==> config.mk <==
export PLATFORM = sky130hd
export DESIGN_NAME = tsr_div_step
export DESIGN_NICKNAME = d
export VERILOG_FILES = /design/src/design/tsr_pkg.sv /design/src/design/tsr_div_step.sv
export SDC_FILE = /design/constraint.sdc
export NUM_CORES = 1
export LEC_CHECK = 0
export BUFFER_PORTS_ARGS = -buffer_cell sky130_fd_sc_hd__buf_2
export CELL_PAD_IN_SITES_DETAIL_PLACEMENT = 1
export CELL_PAD_IN_SITES_GLOBAL_PLACEMENT = 2
export CORE_ASPECT_RATIO = 1.75
export CORE_UTILIZATION = 31
export DETAILED_ROUTE_END_ITERATION = 12
export HOLD_SLACK_MARGIN = 0.15
export PLACE_DENSITY_LB_ADDON = 0.1
export SYNTH_ARGS = -nofsm -noshare
export SYNTH_HDL_FRONTEND = slang
export SYNTH_SLANG_ARGS = --single-unit
==> constraint.sdc <==
create_clock -name clock -period 4.8 [get_ports clock]
set_input_delay 0.96 -clock clock [delete_from_list [all_inputs] [get_ports clock]]
set_output_delay 0.96 -clock clock [all_outputs]
set_load 0.1 [all_outputs]
==> src/design/tsr_pkg.sv <==
// Shared constants and types for the tangent Sampson residual pipeline.
package tsr_pkg;

   localparam int DW  = 106;  // denominator width, scale 2^-60
   localparam int NW  = 105;  // squared numerator width
   localparam int QW  = 64;   // quotient / score width
   localparam int DLW = 32;   // dividend bits below the initial remainder
   localparam int DIV_STEPS = QW;

   localparam logic [2:0] CSR_ROW0_A  = 3'd0;
   localparam logic [2:0] CSR_ROW0_B  = 3'd1;
   localparam logic [2:0] CSR_ROW1_B  = 3'd2;
   localparam logic [2:0] CSR_ROW2_A  = 3'd3;
   localparam logic [2:0] CSR_LAST    = 3'd4;
   localparam logic [2:0] CSR_FOCAL   = 3'd5;
   localparam logic [2:0] CSR_FLOOR   = 3'd6;

   typedef struct packed {
      logic           bad;
      logic           over;
      logic [DW-1:0]  den;
      logic [DW-1:0]  rem;
      logic [DLW-1:0] dl;
      logic [QW-1:0]  q;
   } div_type;

endpackage

==> src/design/tsr_div_step.sv <==
// One restoring division step: one quotient bit per pipeline stage.
module tsr_div_step (
   input  logic             clock,
   input  logic             reset,
   input  logic             en,
   input  logic             in_v,
   input  tsr_pkg::div_type in_d,
   output logic             out_v,
   output tsr_pkg::div_type out_d
);

   logic [tsr_pkg::DW:0] shifted;
   logic                 ge;
   logic [tsr_pkg::DW:0] diff;
   tsr_pkg::div_type     d_in;
   logic                 v_ff;
   tsr_pkg::div_type     d_ff;

   always_comb begin
      shifted = {in_d.rem, in_d.dl[tsr_pkg::DLW-1]};
      ge      = shifted >= {1'b0, in_d.den};
      diff    = shifted - {1'b0, in_d.den};
      d_in      = in_d;
      d_in.rem  = ge ? diff[tsr_pkg::DW-1:0] : shifted[tsr_pkg::DW-1:0];
      d_in.q    = {in_d.q[tsr_pkg::QW-2:0], ge};
      d_in.dl   = {in_d.dl[tsr_pkg::DLW-2:0], 1'b0};
   end

   always_ff @(posedge clock) begin
      if (reset) begin
         v_ff <= 1'b0;
      end else if (en) begin
         v_ff <= in_v;
      end
   end

   always_ff @(posedge clock) begin
      if (en) begin
         d_ff <= d_in;
      end
   end

   assign out_v = v_ff;
   assign out_d = d_ff;

endmodule

# Word level (Yosys, flattened, before mapping)
# Index checks and enable logic that the tools add are counted.
dict set report totals {
  register_bits 310
  latch_bits 0
  mem_bits_rw 0
  rom_bits 0
  inputBits 314
  output_inout_bits 311
  wordCells 10
  n_memories 0
}
dict set report op_classes {
  addsub 1
  mul 0
  div_mod_pow 0
  order_cmp 1
  n_eq_ne 0
  shift 0
  mux 1
  n_bitwise 0
  reduce_logical 0
}
# cell count
set ops {}
lappend ops {{107-bit by 106-bit >= comparator with 1-bit output} 1}
lappend ops {{106-bit two-way mux} 1}
lappend ops {{106-bit subtractor} 1}

# Depth between registers and ports, before layout
# Gate-level depths: netlist of the first run.
dict set report logic_depth {
  depth_word 2
  depth_mapped 16
  mapped_depth_nobuf 14
}

# Worst setup path before layout of the first run
# Ideal clock, no wire load.
dict set report synth_timing {
  kind {input to register}
  startpoint {input in_d[95] (netlist name)}
  endpoint {register d_ff, in the netlist out_d[192], data pin}
  setup_time_ns 0.258
  t_arrival_ns 3.703
  t_required_ns 4.542
  path_slack_ns 0.839
  cell_stages 14
  cell_sequence {inv_1 ha_1 inv_1 fa_1 a21o_1 a21oi_1 o311a_1 a311o_1 a21o_1 a211oi_4 o211a_1 or2_1 a2111o_1 o221a_2}
}
# item line_no
set synth_rtl {}
lappend synth_rtl {{start: declaration} tsr_div_step.sv:7} ;# input tsr_pkg::div_type in_d,
lappend synth_rtl {{end signal: assignment} tsr_div_step.sv:39} ;# d_ff <= d_in;
lappend synth_rtl {{end: declaration} tsr_div_step.sv:17} ;# tsr_pkg::div_type d_ff;

==> impl_metrics.ini, run 1 <==
[status]
run_status = finished clean

[global_route]
grt_util_met2_pct = 52.8
grt_max_degree = 111
gr-total-overflow = 0
grt_first_pass_wirelength_um = 114000
globalRoute.busiestLayer = met2
grt.met3_usage_pct = 6.17
via_count_of_the_first_global_routing_pass = 18249
groute.layer.met1.usage_pct = 23.9
number_of_antenna_violations_at_the_first_check_in_global_routing = 15
gr-usage-all-layers_pct = 26.0

[cts]
clk_latency_ns = 0.61
cts_tree = yes
cts_resized = 0
clk_pin_slew_ns = 0.07
cts.repair_timing.setup_buffer_count = 0
cts_buffers = 31
clkSinkCount = 310
cts_buffer_depth = 3
clk_root_buffer_cell = sky130_fd_sc_hd__clkbuf_16
clock_tree.htree_level_count = 1
cts_hold_repair.buffers = 0

[pwr]
clock_group_share_of_total_power_pct = 27.3
p_leak_uw = 0.0106
powerDensity_nw_per_um2 = 428
seq_power_share_pct = 32.9
p_sw_uw = 4510
power.internal_uw = 5850
pnr_total_power_uw = 10400
switching_share_pct = 43.6
vdd.ir_drop.worst_mv = 0.286
pwr-share-comb_pct = 39.8

[yosys]
synth_seq_cells = 310
cell_area_after_synthesis_um2 = 18400
synth_top_area_share_pct = 50.5
syn_avg_cell_area_um2 = 10.2
synth_edf_count = 309
synth_area_leaders = sky130_fd_sc_hd__edfxtp_1 (51%), sky130_fd_sc_hd__ha_1 (7.2%), sky130_fd_sc_hd__a21oi_1 (6.4%)
synth_flop_cell = sky130_fd_sc_hd__edfxtp_1
syn_nets = 2228
yosysMostFrequentCell = sky130_fd_sc_hd__edfxtp_1
synthesis.instances = 1807
netlist-cell-type-count = 89
synth-warning-count = 0
area_leader_netlist = sky130_fd_sc_hd__edfxtp_1
synthTopCellsByCount = sky130_fd_sc_hd__edfxtp_1 (309), sky130_fd_sc_hd__a21oi_1 (235), sky130_fd_sc_hd__nor2_1 (181), sky130_fd_sc_hd__nand2_1 (157), sky130_fd_sc_hd__inv_1 (138)
seq_area_frac_synth_pct = 50.6
synth-async-reset-ratio_pct = 0

[setup_path]
critical_path.max_fanout = 5
setup.worst_path.start_class = primary input
reg2regPathDepth = 2
crit_type = in -> reg
r2r_start = out_v
critPathRequiredTime_ns = 5.19
worstSetupStartpoint = in_d[95]
critical_path_arrival_ns = 4.65
timing.rr.end = out_v
timing.critical_path.to_type = flop
reg2reg_slack_ns = 4.21

[floorplan]
dieHeight_um = 324
start_util_pct = 31.4
rows = 117
core_um2 = 58400
ios = 625
die_width_um = 186
die-area_um2 = 60300

[routing]
wl_per_cell_um = 24.4
detail_route.drc_violations = 0
viasPerCell = 5.14
wl_um = 80700
detailedRoute.firstPassIterationCount = 4
vias = 17010
antenna_left = 0
first_iter_violations = 607

[sta]
hold_violations = 0
peak_clock_frequency_supported_by_timing_mhz = 235
setup_viol_count_final = 0
setup_repair_after_global_routing_missed_its_margin = no
timing_max_transition_violations_final = 0
layout_worst_path_cycle_share_pct = 88.7
layout_min_cycle_time_ns = 4.26
max_slew.worst_pin.slew_ns = 0.943
fin_ws_ns = 0.540
skew_ns = 0
max-slew-margin-rel_pct = 37.1

[cells_and_area]
post_layout_nonfiller_instances = 3308
fillers = 6810
post-route-util_pct = 41.4
area_delta_synth_final_pct = 31.7
drive_above_1_share_pct = 32.8
fin_nets = 2927

[run]
max_cap_viol_count = 0

[min_path]
hold_path_depth = 2
worst_hold_path_type = in -> reg
hold_path_startpoint = reset
worst_hold_path.endpoint = out_v

[placed_design]
dpl.cell_count = 3246
place_hpwl_um = 67700
preCtsSetupSlack_ns = -0.168
placement.io_buffers = 622
gpl.final_weighted_congestion = 0.922
metal layers:
metal / vias up / wire length (um)
li1: 8035 / -
met1: 8282 / 26400
met2: 540 / 45400
met3: 139 / 5650
met4: 14 / 3180
met5: - / 81
cells in the final DEF (no fill, tap or decap), types with 9 or more instances in the layout:
master                      count
sky130_fd_sc_hd__buf_2        621
sky130_fd_sc_hd__edfxtp_1     309
sky130_fd_sc_hd__a21oi_1      235
sky130_fd_sc_hd__nor2_1       181
sky130_fd_sc_hd__nand2_1      157
sky130_fd_sc_hd__inv_1        138
sky130_fd_sc_hd__buf_4        118
sky130_fd_sc_hd__ha_1         106
sky130_fd_sc_hd__o21ai_0       97
sky130_fd_sc_hd__a21o_1        53
sky130_fd_sc_hd__nand4_1       52
sky130_fd_sc_hd__xnor2_1       51
sky130_fd_sc_hd__nor3_1        36
sky130_fd_sc_hd__o21bai_1      36
sky130_fd_sc_hd__clkbuf_16     31
sky130_fd_sc_hd__xor2_1        28
sky130_fd_sc_hd__o21a_1        20
sky130_fd_sc_hd__nand3_1       16
sky130_fd_sc_hd__o31ai_1       14
sky130_fd_sc_hd__a31oi_1       10
sky130_fd_sc_hd__and3_1        10
sky130_fd_sc_hd__a211oi_1       9
sky130_fd_sc_hd__nor4_1         9
sky130_fd_sc_hd__a21boi_0       9
sky130_fd_sc_hd__bufinv_16      9
registers in the layout (all words and copies together), names as in the netlist:
| signal | count |
|---|---|
| out_d | 309 |
| out_v | 1 |
worst max path at each step:
stage | to | slack, ns | cells past startpoint
2_1_floorplan | out_d[192] | 0.84 | 14
3_3_place_gp | out_d[197] | -0.22 | 16
3_5_place_dp | out_d[197] | -0.17 | 16
4_1_cts | out_d[197] | 0.47 | 16
5_1_grt | out_d[135] | 0.30 | 17
6_report | out_d[174] | 0.54 | 16
power groups by stage:
stage	sequential, uW	combinational (uW)	clock, uW
4_1_cts	3420	4150	2880
2_1_floorplan	5530	995	0
5_1_grt	3440	4320	2970
6_report	3410	4120	2830
3_3_place_gp	3460	4110	0
3_5_place_dp	3470	4140	0
final cells by class:
class	count	area (um2)	share of cell area, %
clock inverter	24	363	1.50
sequential	310	9300	38.4
multi-input combinational	1278	8110	33.5
tap	773	967	4.00
antenna	4	10.0	0.0414
timing repair buffer	746	4130	17.1
inverter	139	524	2.17
clock buffer	34	787	3.25
through the flow:
| step | hold slack [ns] | area, um2 | setup TNS, ns |
|---|---|---|---|
| after detailed placement | 0.489 | 23000 | -2.32 |
| after global placement | 0.468 | 23000 | -2.95 |
| after floorplan | 0.971 | 18400 | 0 |
| after CTS | 0.476 | 24200 | 0 |
| after global routing | 0.480 | 24200 | 0 |
| final | 0.497 | 24200 | 0 |
cells by family (layout without fill, tap and decap cells):
family,Yosys count,after routing,synth area share [%]
AO/OA/AOI/OAI,568,568,19.6
XOR/XNOR,79,79,3.77
adder cells (fa/ha/maj),107,107,7.33
buffers and inverters,219,943,5.21
flip-flops,310,310,50.6
multiplexers,6,6,0.347
other,1,5,0.0204
AND/OR/NAND/NOR,517,517,13.1
worst max-delay path: stages:
cell,delay [ns]
sky130_fd_sc_hd__buf_2,0.10
sky130_fd_sc_hd__inv_1,0.05
sky130_fd_sc_hd__ha_1,0.24
sky130_fd_sc_hd__inv_1,0.09
sky130_fd_sc_hd__fa_1,0.41
sky130_fd_sc_hd__a21o_1,0.20
sky130_fd_sc_hd__a21oi_1,0.29
sky130_fd_sc_hd__o311a_1,0.31
sky130_fd_sc_hd__a31oi_2,0.17
sky130_fd_sc_hd__a32oi_1,0.42
sky130_fd_sc_hd__buf_4,0.24
sky130_fd_sc_hd__a2111o_1,0.26
sky130_fd_sc_hd__a21oi_2,0.15
sky130_fd_sc_hd__o21ai_0,0.28
sky130_fd_sc_hd__a21oi_1,0.11
sky130_fd_sc_hd__a311oi_1,0.36
Power figures use the tool's default switching activity.
==> inputs of run 2 (changes only) <==
--- a/config.mk
+++ b/config.mk
@@ -9,6 +9,7 @@
 export CELL_PAD_IN_SITES_DETAIL_PLACEMENT = 1
 export CELL_PAD_IN_SITES_GLOBAL_PLACEMENT = 2
 export CORE_ASPECT_RATIO = 1.75
+export CORE_MARGIN = 2
 export CORE_UTILIZATION = 31
 export DETAILED_ROUTE_END_ITERATION = 12
 export HOLD_SLACK_MARGIN = 0.15
==> impl_metrics.ini, run 2 (synthesis results as in run 1) <==
[status]
run_status = finished clean

[cts]
cts.repair_timing.setup_buffer_count = 0
cts_tree = yes
clk_root_buffer_cell = sky130_fd_sc_hd__clkbuf_16
clock_tree.htree_level_count = 1
cts_resized = 0
cts_hold_repair.buffers = 0
clkSinkCount = 310
clk_latency_ns = 0.60
cts_buffers = 31
clk_pin_slew_ns = 0.06
cts_buffer_depth = 3

[floorplan]
die_width_um = 188
dieHeight_um = 326
ios = 625
start_util_pct = 31.2
die-area_um2 = 61300
rows = 118
core_um2 = 58900

[setup_path]
setup.worst_path.start_class = primary input
timing.critical_path.slowest_cell_delay_ns = 0.53
critPathRequiredTime_ns = 5.16
r2r_start = out_v
critical_path_arrival_ns = 4.45
worstSetupStartpoint = in_d[95]
crit_type = in -> reg
timing.critical_path.to_type = flop
critical_path.cell_chain = buf_2 > inv_1 > ha_1 > inv_1 > fa_1 > a21o_1 > a21oi_1 > buf_4 > o311a_1 > a31oi_2 > a32oi_1 > buf_4 > a2111o_1 > a21oi_4 > o21ai_0 > a211oi_1 > nor3_2
critical_path.max_fanout = 4
crit_path_top_delay_cell = sky130_fd_sc_hd__a2111o_1

[routing]
detailedRoute.firstPassIterationCount = 5
highest_signal_layer = met5
first_iter_violations = 630
vias = 16878
detail_route.drc_violations = 0
antenna_left = 0
wl_um = 80300
dr_wl_met2_um = 45200
wl_per_cell_um = 24.4
m1WireLength_um = 26600
viasPerCell = 5.12
dr_wl_met3_um = 5010

[global_route]
gr-total-overflow = 0
number_of_antenna_violations_at_the_first_check_in_global_routing = 16
grt_first_pass_wirelength_um = 117000
via_count_of_the_first_global_routing_pass = 18428
grt_max_degree = 103
gr-usage-all-layers_pct = 25.6

[cells_and_area]
largest_reg_flops = 309
final_cell_mix = sky130_fd_sc_hd__buf_2 (621), sky130_fd_sc_hd__edfxtp_1 (309), sky130_fd_sc_hd__a21oi_1 (235)
fillers = 6890
mostFrequentLayoutCell = sky130_fd_sc_hd__buf_2
drive_above_1_share_pct = 32.2
fin_nets = 2907
post-route-util_pct = 40.6
area_delta_synth_final_pct = 30.1

[sta]
hold_slack_ns = 0.509
hold_violations = 0
timing_max_transition_violations_final = 0
layout_min_cycle_time_ns = 4.09
skew_ns = 0
summed_negative_setup_slack_over_all_endpoints_ns = 0
layout_worst_path_cycle_share_pct = 85.3
fin_ws_ns = 0.707
peak_clock_frequency_supported_by_timing_mhz = 244
max_slew.worst_pin.slew_ns = 0.871
max-slew-margin-rel_pct = 42.0
setup_viol_count_final = 0
setup_repair_after_global_routing_missed_its_margin = no

[placed_design]
placement.io_buffers = 622
place_hpwl_um = 68000
gpl.final_weighted_congestion = 0.914
preCtsSetupSlack_ns = 0.00303

[pwr]
pnr_total_power_uw = 10000
p_leak_uw = 0.0104
vdd.ir_drop.worst_mv = 0.323
powerDensity_nw_per_um2 = 418

[min_path]
worst_hold_path_type = in -> reg
hold_path_startpoint = reset

[run]
max_cap_viol_count = 0
==> run 2: cell types whose count changed in the layout (fill, tap and decap cells not counted), sizes merged <==
cell      previous run  this run
bufinv               9         3
inv                142       143
clkbuf              34        35
buf                746       726
clkinvlp             4         6
diode                4         5
==> run 2: per-stage QoR <==
stage          cells  area [um2]
3_5_place_dp    3233       22900
3_3_place_gp    3233       22900
2_1_floorplan   1807       18400
6_report        3294       23900
4_1_cts         3289       23900
5_1_grt         3290       23900
==> run 2: final cells by class <==
class	instances	area, um2	area share, %
flip-flops and latches	310	9300	38.9
clock buffers	35	791	3.31
multi-input cells	1278	8110	33.9
clock inverters	21	206	0.864
well taps	780	976	4.08
diodes	5	12.5	0.0524
inverters	139	524	2.19
repair buffers	726	3980	16.7
==> run 2: path summary, 6_finish.rpt <==
kind | to | slack, ns | cells past startpoint
max | out_d[194] | 0.71 | 17
min | out_v | 0.51 | 2
max reg2reg | out_v | 4.21 | 2
min reg2reg | out_v | 0.51 | 2
==> run 2: power by group <==
group          internal, uW  leakage [uW]  switching (uW)
Sequential             3330       0.00303            74.4
Combinational           828       0.00694            3260
Clock                  1350      0.000469            1150
Total                  5510        0.0104            4480
==> run 2: worst max-delay path, delay by kind of cell <==
kind	cells	cell delay, ns
buffers and inverters	5	0.58
AND/OR/NAND/NOR	1	0.08
AO/OA/AOI/OAI	9	2.35
adder cells (fa/ha/maj)	2	0.48
==> run 2: metal layers <==
| layer | vias to the layer above | GRT usage, % |
|---|---|---|
| met2 | 555 | 51.8 |
| met3 | 150 | 6.19 |
| met5 | - | 0 |
| li1 | 8019 | - |
| met4 | 12 | 10.1 |
| met1 | 8142 | 24.1 |
